**src/integer_to_english_words_assert.svh**
```systemverilog
// Assertion macros used by the integer-to-words back end.
`ifndef INTEGER_TO_ENGLISH_WORDS_ASSERT_SVH
`define INTEGER_TO_ENGLISH_WORDS_ASSERT_SVH

// Same-cycle implication, sampled on clk and disabled while rst_n is low.
`define ITEW_ASSERT_NOW(label, ante, cons, msg) \
    label: assert property (@(posedge clk) disable iff (!rst_n) (ante) |-> (cons)) \
        else $error(msg);

// Next-cycle implication, sampled on clk and disabled while rst_n is low.
`define ITEW_ASSERT_NEXT(label, ante, cons, msg) \
    label: assert property (@(posedge clk) disable iff (!rst_n) (ante) |=> (cons)) \
        else $error(msg);

`endif

```
**src/itew_pkg.sv**
```systemverilog
// Shared types and constants of the integer-to-words block.
`default_nettype none
package itew_pkg;

    localparam int VALUE_W   = 31;
    localparam int WORD_W    = 5;
    localparam int DIGITS    = 10;
    localparam int BIN_W     = 32;
    localparam int CONV_STEPS = BIN_W / 2;
    localparam int STEP_W    = $clog2(CONV_STEPS);
    localparam int Q_DEPTH   = 2;
    localparam int Q_PTR_W   = $clog2(Q_DEPTH);
    localparam int Q_CNT_W   = $clog2(Q_DEPTH + 1);

    typedef logic [3:0] digit_t;
    typedef digit_t [DIGITS-1:0] bcd_t;

    typedef logic [WORD_W-1:0] word_t;

    localparam word_t W_ZERO      = 5'd0;
    localparam word_t W_TEN       = 5'd10;
    localparam word_t W_TENS_BASE = 5'd18;
    localparam word_t W_HUNDRED   = 5'd28;
    localparam word_t W_THOUSAND  = 5'd29;
    localparam word_t W_MILLION   = 5'd30;
    localparam word_t W_BILLION   = 5'd31;

    typedef enum logic [1:0] {
        GRP_BILLION  = 2'd0,
        GRP_MILLION  = 2'd1,
        GRP_THOUSAND = 2'd2,
        GRP_UNITS    = 2'd3
    } group_idx_t;

    typedef enum logic [1:0] {
        F_IDLE,
        F_CONV,
        F_HOLD
    } front_state_t;

    typedef enum logic [2:0] {
        PH_IDLE,
        PH_ZERO,
        PH_HUND,
        PH_HWORD,
        PH_TENS,
        PH_ONES,
        PH_SCALE
    } phase_t;

    typedef struct packed {
        logic full;
        logic empty;
    } q_status_t;

endpackage
`default_nettype wire

```
**src/integer_to_english_words.sv**
```systemverilog
// The front end converts two bits per cycle of binary-to-decimal conversion and takes a new
// value only after its digit set has been handed to the queue. The back end walks one group
// step at a time, and only while the output register is free or being taken; zero groups are
// skipped, and tokens leave at most one per cycle.
// Reset: rst_n is asynchronous and active low; it empties the queue and the output register.
`default_nettype none
module integer_to_english_words (
    input  wire logic                         clk,
    input  wire logic                         rst_n,
    input  wire logic                         push,
    output logic                              full,
    input  wire logic [itew_pkg::VALUE_W-1:0] value,
    output logic                              empty,
    input  wire logic                         pop,
    output itew_pkg::word_t                   word_code,
    output logic                              last_word
);
    import itew_pkg::*;

    // The front end converts each accepted value into ten decimal digits with a
    // double-dabble shifter. A finished digit set is transferred into a short
    // queue, so the front end can take a new value while the back end is still
    // spelling out the previous one.
    q_status_t  q_status;
    logic       q_push;
    logic       q_pop;
    bcd_t       q_wdata;
    bcd_t       q_rdata;

    itew_front u_front (
        .clk      (clk),
        .rst_n    (rst_n),
        .push     (push),
        .value    (value),
        .full     (full),
        .q_status (q_status),
        .q_push   (q_push),
        .q_data   (q_wdata)
    );

    itew_queue u_queue (
        .clk       (clk),
        .rst_n     (rst_n),
        .push      (q_push),
        .push_data (q_wdata),
        .pop       (q_pop),
        .pop_data  (q_rdata),
        .status    (q_status)
    );

    // The back end walks the billion, million, thousand and unit groups. Each
    // step may produce one token into the output register, which holds it
    // until the consumer takes the transfer. Zero groups are skipped, and the
    // final token carries last_word.
    itew_back u_back (
        .clk       (clk),
        .rst_n     (rst_n),
        .q_status  (q_status),
        .q_data    (q_rdata),
        .q_pop     (q_pop),
        .empty     (empty),
        .pop       (pop),
        .word_code (word_code),
        .last_word (last_word)
    );

endmodule
`default_nettype wire

```
**src/itew_front.sv**
```systemverilog
// Front end: converts the binary value to decimal digits, two bits per cycle.
`default_nettype none
module itew_front (
    input  wire logic              clk,
    input  wire logic              rst_n,
    input  wire logic              push,
    input  wire logic [itew_pkg::VALUE_W-1:0] value,
    output logic                   full,
    input  itew_pkg::q_status_t    q_status,
    output logic                   q_push,
    output itew_pkg::bcd_t         q_data
);
    import itew_pkg::*;

    front_state_t           state_reg, state_next;
    logic [BIN_W-1:0]       bin_reg, bin_next;
    bcd_t                   bcd_reg, bcd_next;
    logic [STEP_W-1:0]      step_reg, step_next;

    bcd_t                   adj1, adj2;
    logic [4*DIGITS-1:0]    flat1, flat2, shift1, shift2;

    // Add three to every digit of five or more before the next shift.
    function automatic bcd_t dabble_adjust(input bcd_t b);
        bcd_t r;
        for (int i = 0; i < DIGITS; i++) begin
            r[i] = (b[i] >= 4'd5) ? b[i] + 4'd3 : b[i];
        end
        return r;
    endfunction

    always_comb
    begin
        adj1   = dabble_adjust(bcd_reg);
        flat1  = adj1;
        shift1 = {flat1[4*DIGITS-2:0], bin_reg[BIN_W-1]};
        adj2   = dabble_adjust(bcd_t'(shift1));
        flat2  = adj2;
        shift2 = {flat2[4*DIGITS-2:0], bin_reg[BIN_W-2]};
    end

    always_ff @(posedge clk or negedge rst_n)
    begin
        if (!rst_n)
        begin
            state_reg <= F_IDLE;
            step_reg  <= '0;
        end
        else
        begin
            state_reg <= state_next;
            step_reg  <= step_next;
        end
    end

    always_ff @(posedge clk)
    begin
        bin_reg <= bin_next;
        bcd_reg <= bcd_next;
    end

    always_comb
    begin
        state_next = state_reg;
        step_next  = step_reg;
        bin_next   = bin_reg;
        bcd_next   = bcd_reg;
        full       = 1'b1;
        q_push     = 1'b0;
        q_data     = bcd_reg;
        case (state_reg)
            F_IDLE:
            begin
                full = 1'b0;
                if (push)
                begin
                    bin_next   = {1'b0, value};
                    bcd_next   = '0;
                    step_next  = '0;
                    state_next = F_CONV;
                end
            end
            F_CONV:
            begin
                bcd_next  = bcd_t'(shift2);
                bin_next  = {bin_reg[BIN_W-3:0], 2'b00};
                step_next = step_reg + 1'b1;
                if (step_reg == STEP_W'(CONV_STEPS - 1))
                begin
                    state_next = F_HOLD;
                end
            end
            F_HOLD:
            begin
                q_push = !q_status.full;
                if (!q_status.full)
                begin
                    state_next = F_IDLE;
                end
            end
            default:
            begin
                state_next = F_IDLE;
            end
        endcase
    end

endmodule
`default_nettype wire

```
**src/itew_queue.sv**
```systemverilog
// Two-entry queue of decimal digit sets between front and back ends.
`default_nettype none
module itew_queue (
    input  wire logic            clk,
    input  wire logic            rst_n,
    input  wire logic            push,
    input  itew_pkg::bcd_t       push_data,
    input  wire logic            pop,
    output itew_pkg::bcd_t       pop_data,
    output itew_pkg::q_status_t  status
);
    import itew_pkg::*;

    bcd_t                 mem_reg [Q_DEPTH];
    logic [Q_PTR_W-1:0]   wr_ptr_reg, rd_ptr_reg;
    logic [Q_CNT_W-1:0]   count_reg;

    logic do_push, do_pop;

    assign status.full  = (count_reg == Q_CNT_W'(Q_DEPTH));
    assign status.empty = (count_reg == '0);
    assign do_push      = push && !status.full;
    assign do_pop       = pop && !status.empty;
    assign pop_data     = mem_reg[rd_ptr_reg];

    always_ff @(posedge clk or negedge rst_n)
    begin
        if (!rst_n)
        begin
            wr_ptr_reg <= '0;
            rd_ptr_reg <= '0;
            count_reg  <= '0;
        end
        else
        begin
            if (do_push)
            begin
                wr_ptr_reg <= wr_ptr_reg + 1'b1;
            end
            if (do_pop)
            begin
                rd_ptr_reg <= rd_ptr_reg + 1'b1;
            end
            if (do_push && !do_pop)
            begin
                count_reg <= count_reg + 1'b1;
            end
            else if (do_pop && !do_push)
            begin
                count_reg <= count_reg - 1'b1;
            end
        end
    end

    always_ff @(posedge clk)
    begin
        if (do_push)
        begin
            mem_reg[wr_ptr_reg] <= push_data;
        end
    end

endmodule
`default_nettype wire

```
**src/itew_back.sv**
```systemverilog
// Back end: walks the digit groups; at most one word token per unstalled cycle.
`default_nettype none
`include "integer_to_english_words_assert.svh"
module itew_back (
    input  wire logic            clk,
    input  wire logic            rst_n,
    input  itew_pkg::q_status_t  q_status,
    input  itew_pkg::bcd_t       q_data,
    output logic                 q_pop,
    output logic                 empty,
    input  wire logic            pop,
    output itew_pkg::word_t      word_code,
    output logic                 last_word
);
    import itew_pkg::*;

    phase_t      phase_reg, phase_next;
    group_idx_t  grp_reg, grp_next;
    bcd_t        dig_reg, dig_next;
    logic        out_valid_reg, out_valid_next;
    word_t       word_reg, word_next;
    logic        last_reg, last_next;

    digit_t      h, t, u;
    logic [3:0]  grp_nz;
    logic        lower_nz;
    logic        is_units;
    logic        advance;
    logic        emit;
    word_t       emit_word;
    logic        emit_last;

    // The billions group holds only the top decimal digit.
    always_comb
    begin
        grp_nz[GRP_BILLION]  = (dig_reg[9] != '0);
        grp_nz[GRP_MILLION]  = ({dig_reg[8], dig_reg[7], dig_reg[6]} != '0);
        grp_nz[GRP_THOUSAND] = ({dig_reg[5], dig_reg[4], dig_reg[3]} != '0);
        grp_nz[GRP_UNITS]    = ({dig_reg[2], dig_reg[1], dig_reg[0]} != '0);
        case (grp_reg)
            GRP_BILLION:
            begin
                h = '0;         t = '0;         u = dig_reg[9];
                lower_nz = grp_nz[GRP_MILLION] || grp_nz[GRP_THOUSAND] || grp_nz[GRP_UNITS];
            end
            GRP_MILLION:
            begin
                h = dig_reg[8]; t = dig_reg[7]; u = dig_reg[6];
                lower_nz = grp_nz[GRP_THOUSAND] || grp_nz[GRP_UNITS];
            end
            GRP_THOUSAND:
            begin
                h = dig_reg[5]; t = dig_reg[4]; u = dig_reg[3];
                lower_nz = grp_nz[GRP_UNITS];
            end
            default:
            begin
                h = dig_reg[2]; t = dig_reg[1]; u = dig_reg[0];
                lower_nz = 1'b0;
            end
        endcase
        is_units = (grp_reg == GRP_UNITS);
    end

    assign empty     = !out_valid_reg;
    assign word_code = word_reg;
    assign last_word = last_reg;
    assign q_pop     = (phase_reg == PH_IDLE) && !q_status.empty;
    assign advance   = (phase_reg != PH_IDLE) && (!out_valid_reg || pop);

    always_ff @(posedge clk or negedge rst_n)
    begin
        if (!rst_n)
        begin
            phase_reg     <= PH_IDLE;
            grp_reg       <= GRP_BILLION;
            out_valid_reg <= 1'b0;
        end
        else
        begin
            phase_reg     <= phase_next;
            grp_reg       <= grp_next;
            out_valid_reg <= out_valid_next;
        end
    end

    always_ff @(posedge clk)
    begin
        dig_reg  <= dig_next;
        word_reg <= word_next;
        last_reg <= last_next;
    end

    always_comb
    begin
        phase_next = phase_reg;
        grp_next   = grp_reg;
        dig_next   = dig_reg;
        emit       = 1'b0;
        emit_word  = W_ZERO;
        emit_last  = 1'b0;
        if (q_pop)
        begin
            dig_next   = q_data;
            grp_next   = GRP_BILLION;
            phase_next = (q_data == '0) ? PH_ZERO : PH_HUND;
        end
        else if (advance)
        begin
            case (phase_reg)
                PH_ZERO:
                begin
                    emit       = 1'b1;
                    emit_word  = W_ZERO;
                    emit_last  = 1'b1;
                    phase_next = PH_IDLE;
                end
                PH_HUND:
                begin
                    if (!grp_nz[grp_reg])
                    begin
                        // An all-zero group is skipped along with its scale word.
                        if (is_units)
                        begin
                            phase_next = PH_IDLE;
                        end
                        else
                        begin
                            grp_next = group_idx_t'(grp_reg + 2'd1);
                        end
                    end
                    else if (h != '0)
                    begin
                        emit       = 1'b1;
                        emit_word  = {1'b0, h};
                        phase_next = PH_HWORD;
                    end
                    else
                    begin
                        phase_next = PH_TENS;
                    end
                end
                PH_HWORD:
                begin
                    emit       = 1'b1;
                    emit_word  = W_HUNDRED;
                    emit_last  = is_units && (t == '0) && (u == '0);
                    phase_next = PH_TENS;
                end
                PH_TENS:
                begin
                    if (t >= 4'd2)
                    begin
                        emit       = 1'b1;
                        emit_word  = W_TENS_BASE + {1'b0, t};
                        emit_last  = is_units && (u == '0);
                        phase_next = PH_ONES;
                    end
                    else if (t == 4'd1)
                    begin
                        // Ten through nineteen are single words.
                        emit       = 1'b1;
                        emit_word  = W_TEN + {1'b0, u};
                        emit_last  = is_units;
                        phase_next = PH_SCALE;
                    end
                    else
                    begin
                        phase_next = PH_ONES;
                    end
                end
                PH_ONES:
                begin
                    if (u != '0)
                    begin
                        emit      = 1'b1;
                        emit_word = {1'b0, u};
                        emit_last = is_units;
                    end
                    phase_next = PH_SCALE;
                end
                PH_SCALE:
                begin
                    if (is_units)
                    begin
                        phase_next = PH_IDLE;
                    end
                    else
                    begin
                        emit      = 1'b1;
                        emit_last = !lower_nz;
                        case (grp_reg)
                            GRP_BILLION:  emit_word = W_BILLION;
                            GRP_MILLION:  emit_word = W_MILLION;
                            default:      emit_word = W_THOUSAND;
                        endcase
                        grp_next   = group_idx_t'(grp_reg + 2'd1);
                        phase_next = PH_HUND;
                    end
                end
                default:
                begin
                    phase_next = PH_IDLE;
                end
            endcase
        end
    end

    always_comb
    begin
        out_valid_next = out_valid_reg;
        word_next      = word_reg;
        last_next      = last_reg;
        if (advance && emit)
        begin
            out_valid_next = 1'b1;
            word_next      = emit_word;
            last_next      = emit_last;
        end
        else if (pop)
        begin
            out_valid_next = 1'b0;
        end
    end

    `ITEW_ASSERT_NEXT(a_stall_hold, out_valid_reg && !pop, out_valid_reg && $stable(word_reg) && $stable(last_reg), "stalled token changed")
    `ITEW_ASSERT_NEXT(a_idle_quiet, phase_reg == PH_IDLE && !out_valid_reg, !out_valid_reg, "token appeared while idle")
    `ITEW_ASSERT_NOW(a_load_only_busy, q_pop, phase_reg == PH_IDLE && !advance, "load while sequencing")

endmodule
`default_nettype wire
```
**config.mk**
```make
export PLATFORM = sky130hd
export DESIGN_NAME = integer_to_english_words
export DESIGN_NICKNAME = d
export VERILOG_FILES = /design/src/itew_pkg.sv /design/src/integer_to_english_words.sv /design/src/itew_front.sv /design/src/itew_queue.sv /design/src/itew_back.sv
export VERILOG_INCLUDE_DIRS = /design/src /design/src/src
export SDC_FILE = /design/constraint.sdc
export NUM_CORES = 1
export LEC_CHECK = 0
export ABC_AREA = 0
export BUFFER_PORTS_ARGS = -buffer_cell sky130_fd_sc_hd__buf_4
export CAP_MARGIN = 0
export CORE_ASPECT_RATIO = 1.2
export CORE_UTILIZATION = 45
export DETAILED_ROUTE_END_ITERATION = 8
export PLACE_DENSITY_LB_ADDON = 0.15
export SYNTH_ARGS = -nofsm -noshare
export SYNTH_HDL_FRONTEND = slang
export SYNTH_HIERARCHICAL = 1
export SYNTH_SLANG_ARGS = --single-unit
```
**constraint.sdc**
```tcl
create_clock -name clk -period 3.31 [get_ports clk]
set_clock_uncertainty 0.1 [all_clocks]
set_input_delay 0.662 -clock clk [delete_from_list [all_inputs] [get_ports clk]]
set_output_delay 0.662 -clock clk [all_outputs]
set_load 0.01 [all_outputs]
```
==> reports/results.ini <==
[synth]
synth-async-reset-ratio_pct=7.48
synth-seq-cells=214
netlist-cell-type-count=70
synth_sequential_area_ratio_pct=58.5
postSynthCellCount=856
syn_nets=922
synth-edff-count=198
synth.cell_area_um2=10800
synth_top_area_cell=sky130_fd_sc_hd__edfxtp_1
synth_top_area_share_pct=54.8
post-synth-top-count-cell=sky130_fd_sc_hd__edfxtp_1
post_synth_most_frequent_cells=198 x sky130_fd_sc_hd__edfxtp_1, 128 x sky130_fd_sc_hd__nand2_1, 60 x sky130_fd_sc_hd__a21oi_1
synthTopCellsByArea=sky130_fd_sc_hd__edfxtp_1 55%, sky130_fd_sc_hd__mux2_4 5.4%, sky130_fd_sc_hd__nand2_1 4.4%
yosys_most_used_dff=sky130_fd_sc_hd__edfxtp_1
synth-warning-count=6
synth_area_per_cell_um2=12.7

[detailed_routing]
first_pass_detailed_route_iteration_total=5
totalWireLength_um=21100
detail-route-antenna-nets=0
drc=0
average_wire_length_per_cell_after_detail_routing_um=16.9
dr_iter_0_viols=359
num_vias=6766
drt-vias-per-instance=5.43

[clock_network]
clock-root-buffer=sky130_fd_sc_hd__clkbuf_16
cts-htree-levels=1
cts_max_path_buffers=3
numCtsBuffers=23
clock_sink_count=214
clkTransAtPathRegs_ns=0.06
cts_resized=0
insertion_delay_ns=0.50
cts_tree=yes

[power]
vdd_ir_drop_max_v=0.000458
leak_nw=4.68
pd_cells_nw_per_um2=1070

[cells_and_area]
finalCoreUtilization_pct=52.3
antennaDiodeCount=0
largest_register_ffs=80
layout_cell_share_with_drive_strength_beyond_1_pct=19.1
relative_area_change_from_synthesis_to_final_layout_pct=13.1
n_fill_cell=2086
num-nets-final=982

[die]
initial_util_pct=46.3
die_x_um=144
die_area_um2=24700
placement_rows=61
dieHeight_um=172
core_area_um2=23400
ios=43

[global_routing]
grt_start_max_net_pins=43
first_global_vias=6650
antenna_found_initial=0
grt.overflow.total=0
grt.total_usage_pct=17.8
grt_pass1_wl_um=34300

[worst_setup_path]
worst-r2r-cell-count=9
path_cells=inv_1 > ha_1 > a222oi_1 > a21oi_1 > nor3_1 > a21oi_1 > a21oi_1 > a31oi_1 > buf_4
worst-r2r-setup-slack_ns=0.41
worstSetupStartpoint=u_back/grp_reg[0]$_DFFE_PN0P_
timing.setup.critical_path_class=reg2reg
critical-path-top-cell-by-count=sky130_fd_sc_hd__a21oi_1
critical_path.startpoint_type=flop
crit_fanout=13
crit_arrival_ns=3.06
rr_endpoint=u_back/last_word$_SDFFCE_PP0P_
standard_cell_with_the_maximum_stage_delay_on_the_critical_path=sky130_fd_sc_hd__dfrtp_1
worstReg2RegStart=u_back/grp_reg[0]$_DFFE_PN0P_
worst_setup_path_endpoint=u_back/last_word$_SDFFCE_PP0P_
cp.required_ns=3.47
worstSetupEndpointType=flop
critical-path-max-stage-delay_ns=0.50

[timing]
fmax_mhz=345
timing_hold_violations_final=0
timing.final.crit_share_pct=87.6
drv_slew=0
max_slew.worst_pin.slew_ns=0.733
finalSetupTns_ns=0
grt_setup_unrepaired=false
period_needed_ns=2.90
max-slew-margin-rel_pct=51.2
finalSetupViolations=0

[min_path]
min_delay_path_depth=3
hold_crit_path_type=in2reg

[placement]
number_of_input_and_output_port_buffers_inserted=42
placer_s_final_routability_congestion_estimate=0.906
place.detailed.hpwl_um=15000

[status]
status=finished clean

[run]
max-cap-violations=0

layout make-up:
cell class	count	area (µm²)	share of cell area (%)
clock buffer	30	602	4.91
clock inverter	11	100	0.816
inverter	33	124	1.01
multi-input combinational	582	4200	34.3
sequential	214	6350	51.8
tap	315	394	3.21
timing repair buffer	62	493	4.02
stage by stage:
step	setup WS [ns]	instance area, µm²	power [mW]	instances	hold WS (ns)
floorplan	0.161	10800	9.45	856	0.266
finish	0.409	12300	13.2	1247	0.324
global route	0.193	12300	14.2	1247	0.309
detailed placement	0.466	11600	10.8	1205	0.367
CTS	0.465	12300	13.3	1247	0.306
global placement	0.472	11600	10.7	1205	0.352
power breakdown:
part / internal (mW) / switching (mW) / leakage (nW)
clock network: 1.43 / 0.983 / 0.346
registers: 4.35 / 0.725 / 2.15
logic: 2.43 / 3.24 / 2.18
logic make-up (layout without fill, tap and decap cells):
kind of cell | after synthesis | in the layout | synth area share (%)
and+or+nand+nor | 282 | 282 | 13.5
DFF | 214 | 214 | 58.5
buffers and inverters | 60 | 136 | 2.96
AOI/OAI and AO/OA | 180 | 180 | 11.5
adders and majority gates | 31 | 31 | 3.58
muxes | 70 | 70 | 8.40
xor gates and xnor gates | 19 | 19 | 1.53
placed cells by master (no fill, tap or decap), drive strengths merged, types with 5 or more instances in the layout:
master / instances
nor4: 19
a31oi: 6
nand2: 128
buf: 61
nand2b: 25
a22oi: 6
a311oi: 9
clkinv: 9
ha: 31
o32ai: 8
nor2: 25
clkbuf: 30
o211ai: 6
inv: 33
edfxtp: 198
mux2i: 19
nand4: 6
mux2: 51
xor2: 5
a211o: 8
a21boi: 9
xnor2: 14
a21oi: 69
nor2b: 10
nand3: 21
dfrtp: 16
o21ai: 33
nor3b: 23
or2: 9
critical path, delay by kind of cell, from the launching register on:
| family | cells | cell delay [ns] |
|---|---|---|
| flops | 1 | 0.50 |
| fa+ha+maj | 1 | 0.38 |
| buf+inv | 2 | 0.34 |
| compound gates | 5 | 1.01 |
| simple gates | 1 | 0.33 |
timing repair:
action                                  4_1_cts  5_1_grt
endpoints found under the setup margin        0        0
buffers inserted                              0        0
hold buffers                                  1        0
hold endpoints to repair                     16        0
worst min-delay path by stage:
stage,startpoint,endpoint,slack (ns)
global placement,u_front/q_data[37]$_SDFFCE_PN0P_,u_queue/mem_reg[0][37]$_DFFE_PP_,0.35
detailed placement,u_front/q_data[37]$_SDFFCE_PN0P_,u_queue/mem_reg[0][37]$_DFFE_PP_,0.37
floorplan,rst_n,u_back/grp_reg[0]$_DFFE_PN0P_,0.27
finish,value[22],u_front/bin_reg[22]$_DFFE_PP_,0.32
CTS,value[24],u_front/bin_reg[24]$_DFFE_PP_,0.31
global route,value[14],u_front/bin_reg[14]$_DFFE_PP_,0.31
layer usage:
layer | track usage [%] | part of all wire (%) | routed length, µm | vias up
met5 | 0 | 0 | 0 | -
met4 | 5.64 | 2.2 | 459 | 0
met3 | 2.02 | 3.0 | 640 | 38
met2 | 31.8 | 50 | 10600 | 134
met1 | 22.5 | 44 | 9340 | 3248
li1 | - | - | - | 3346
No activity file was read; power rests on OpenSTA's default activity.
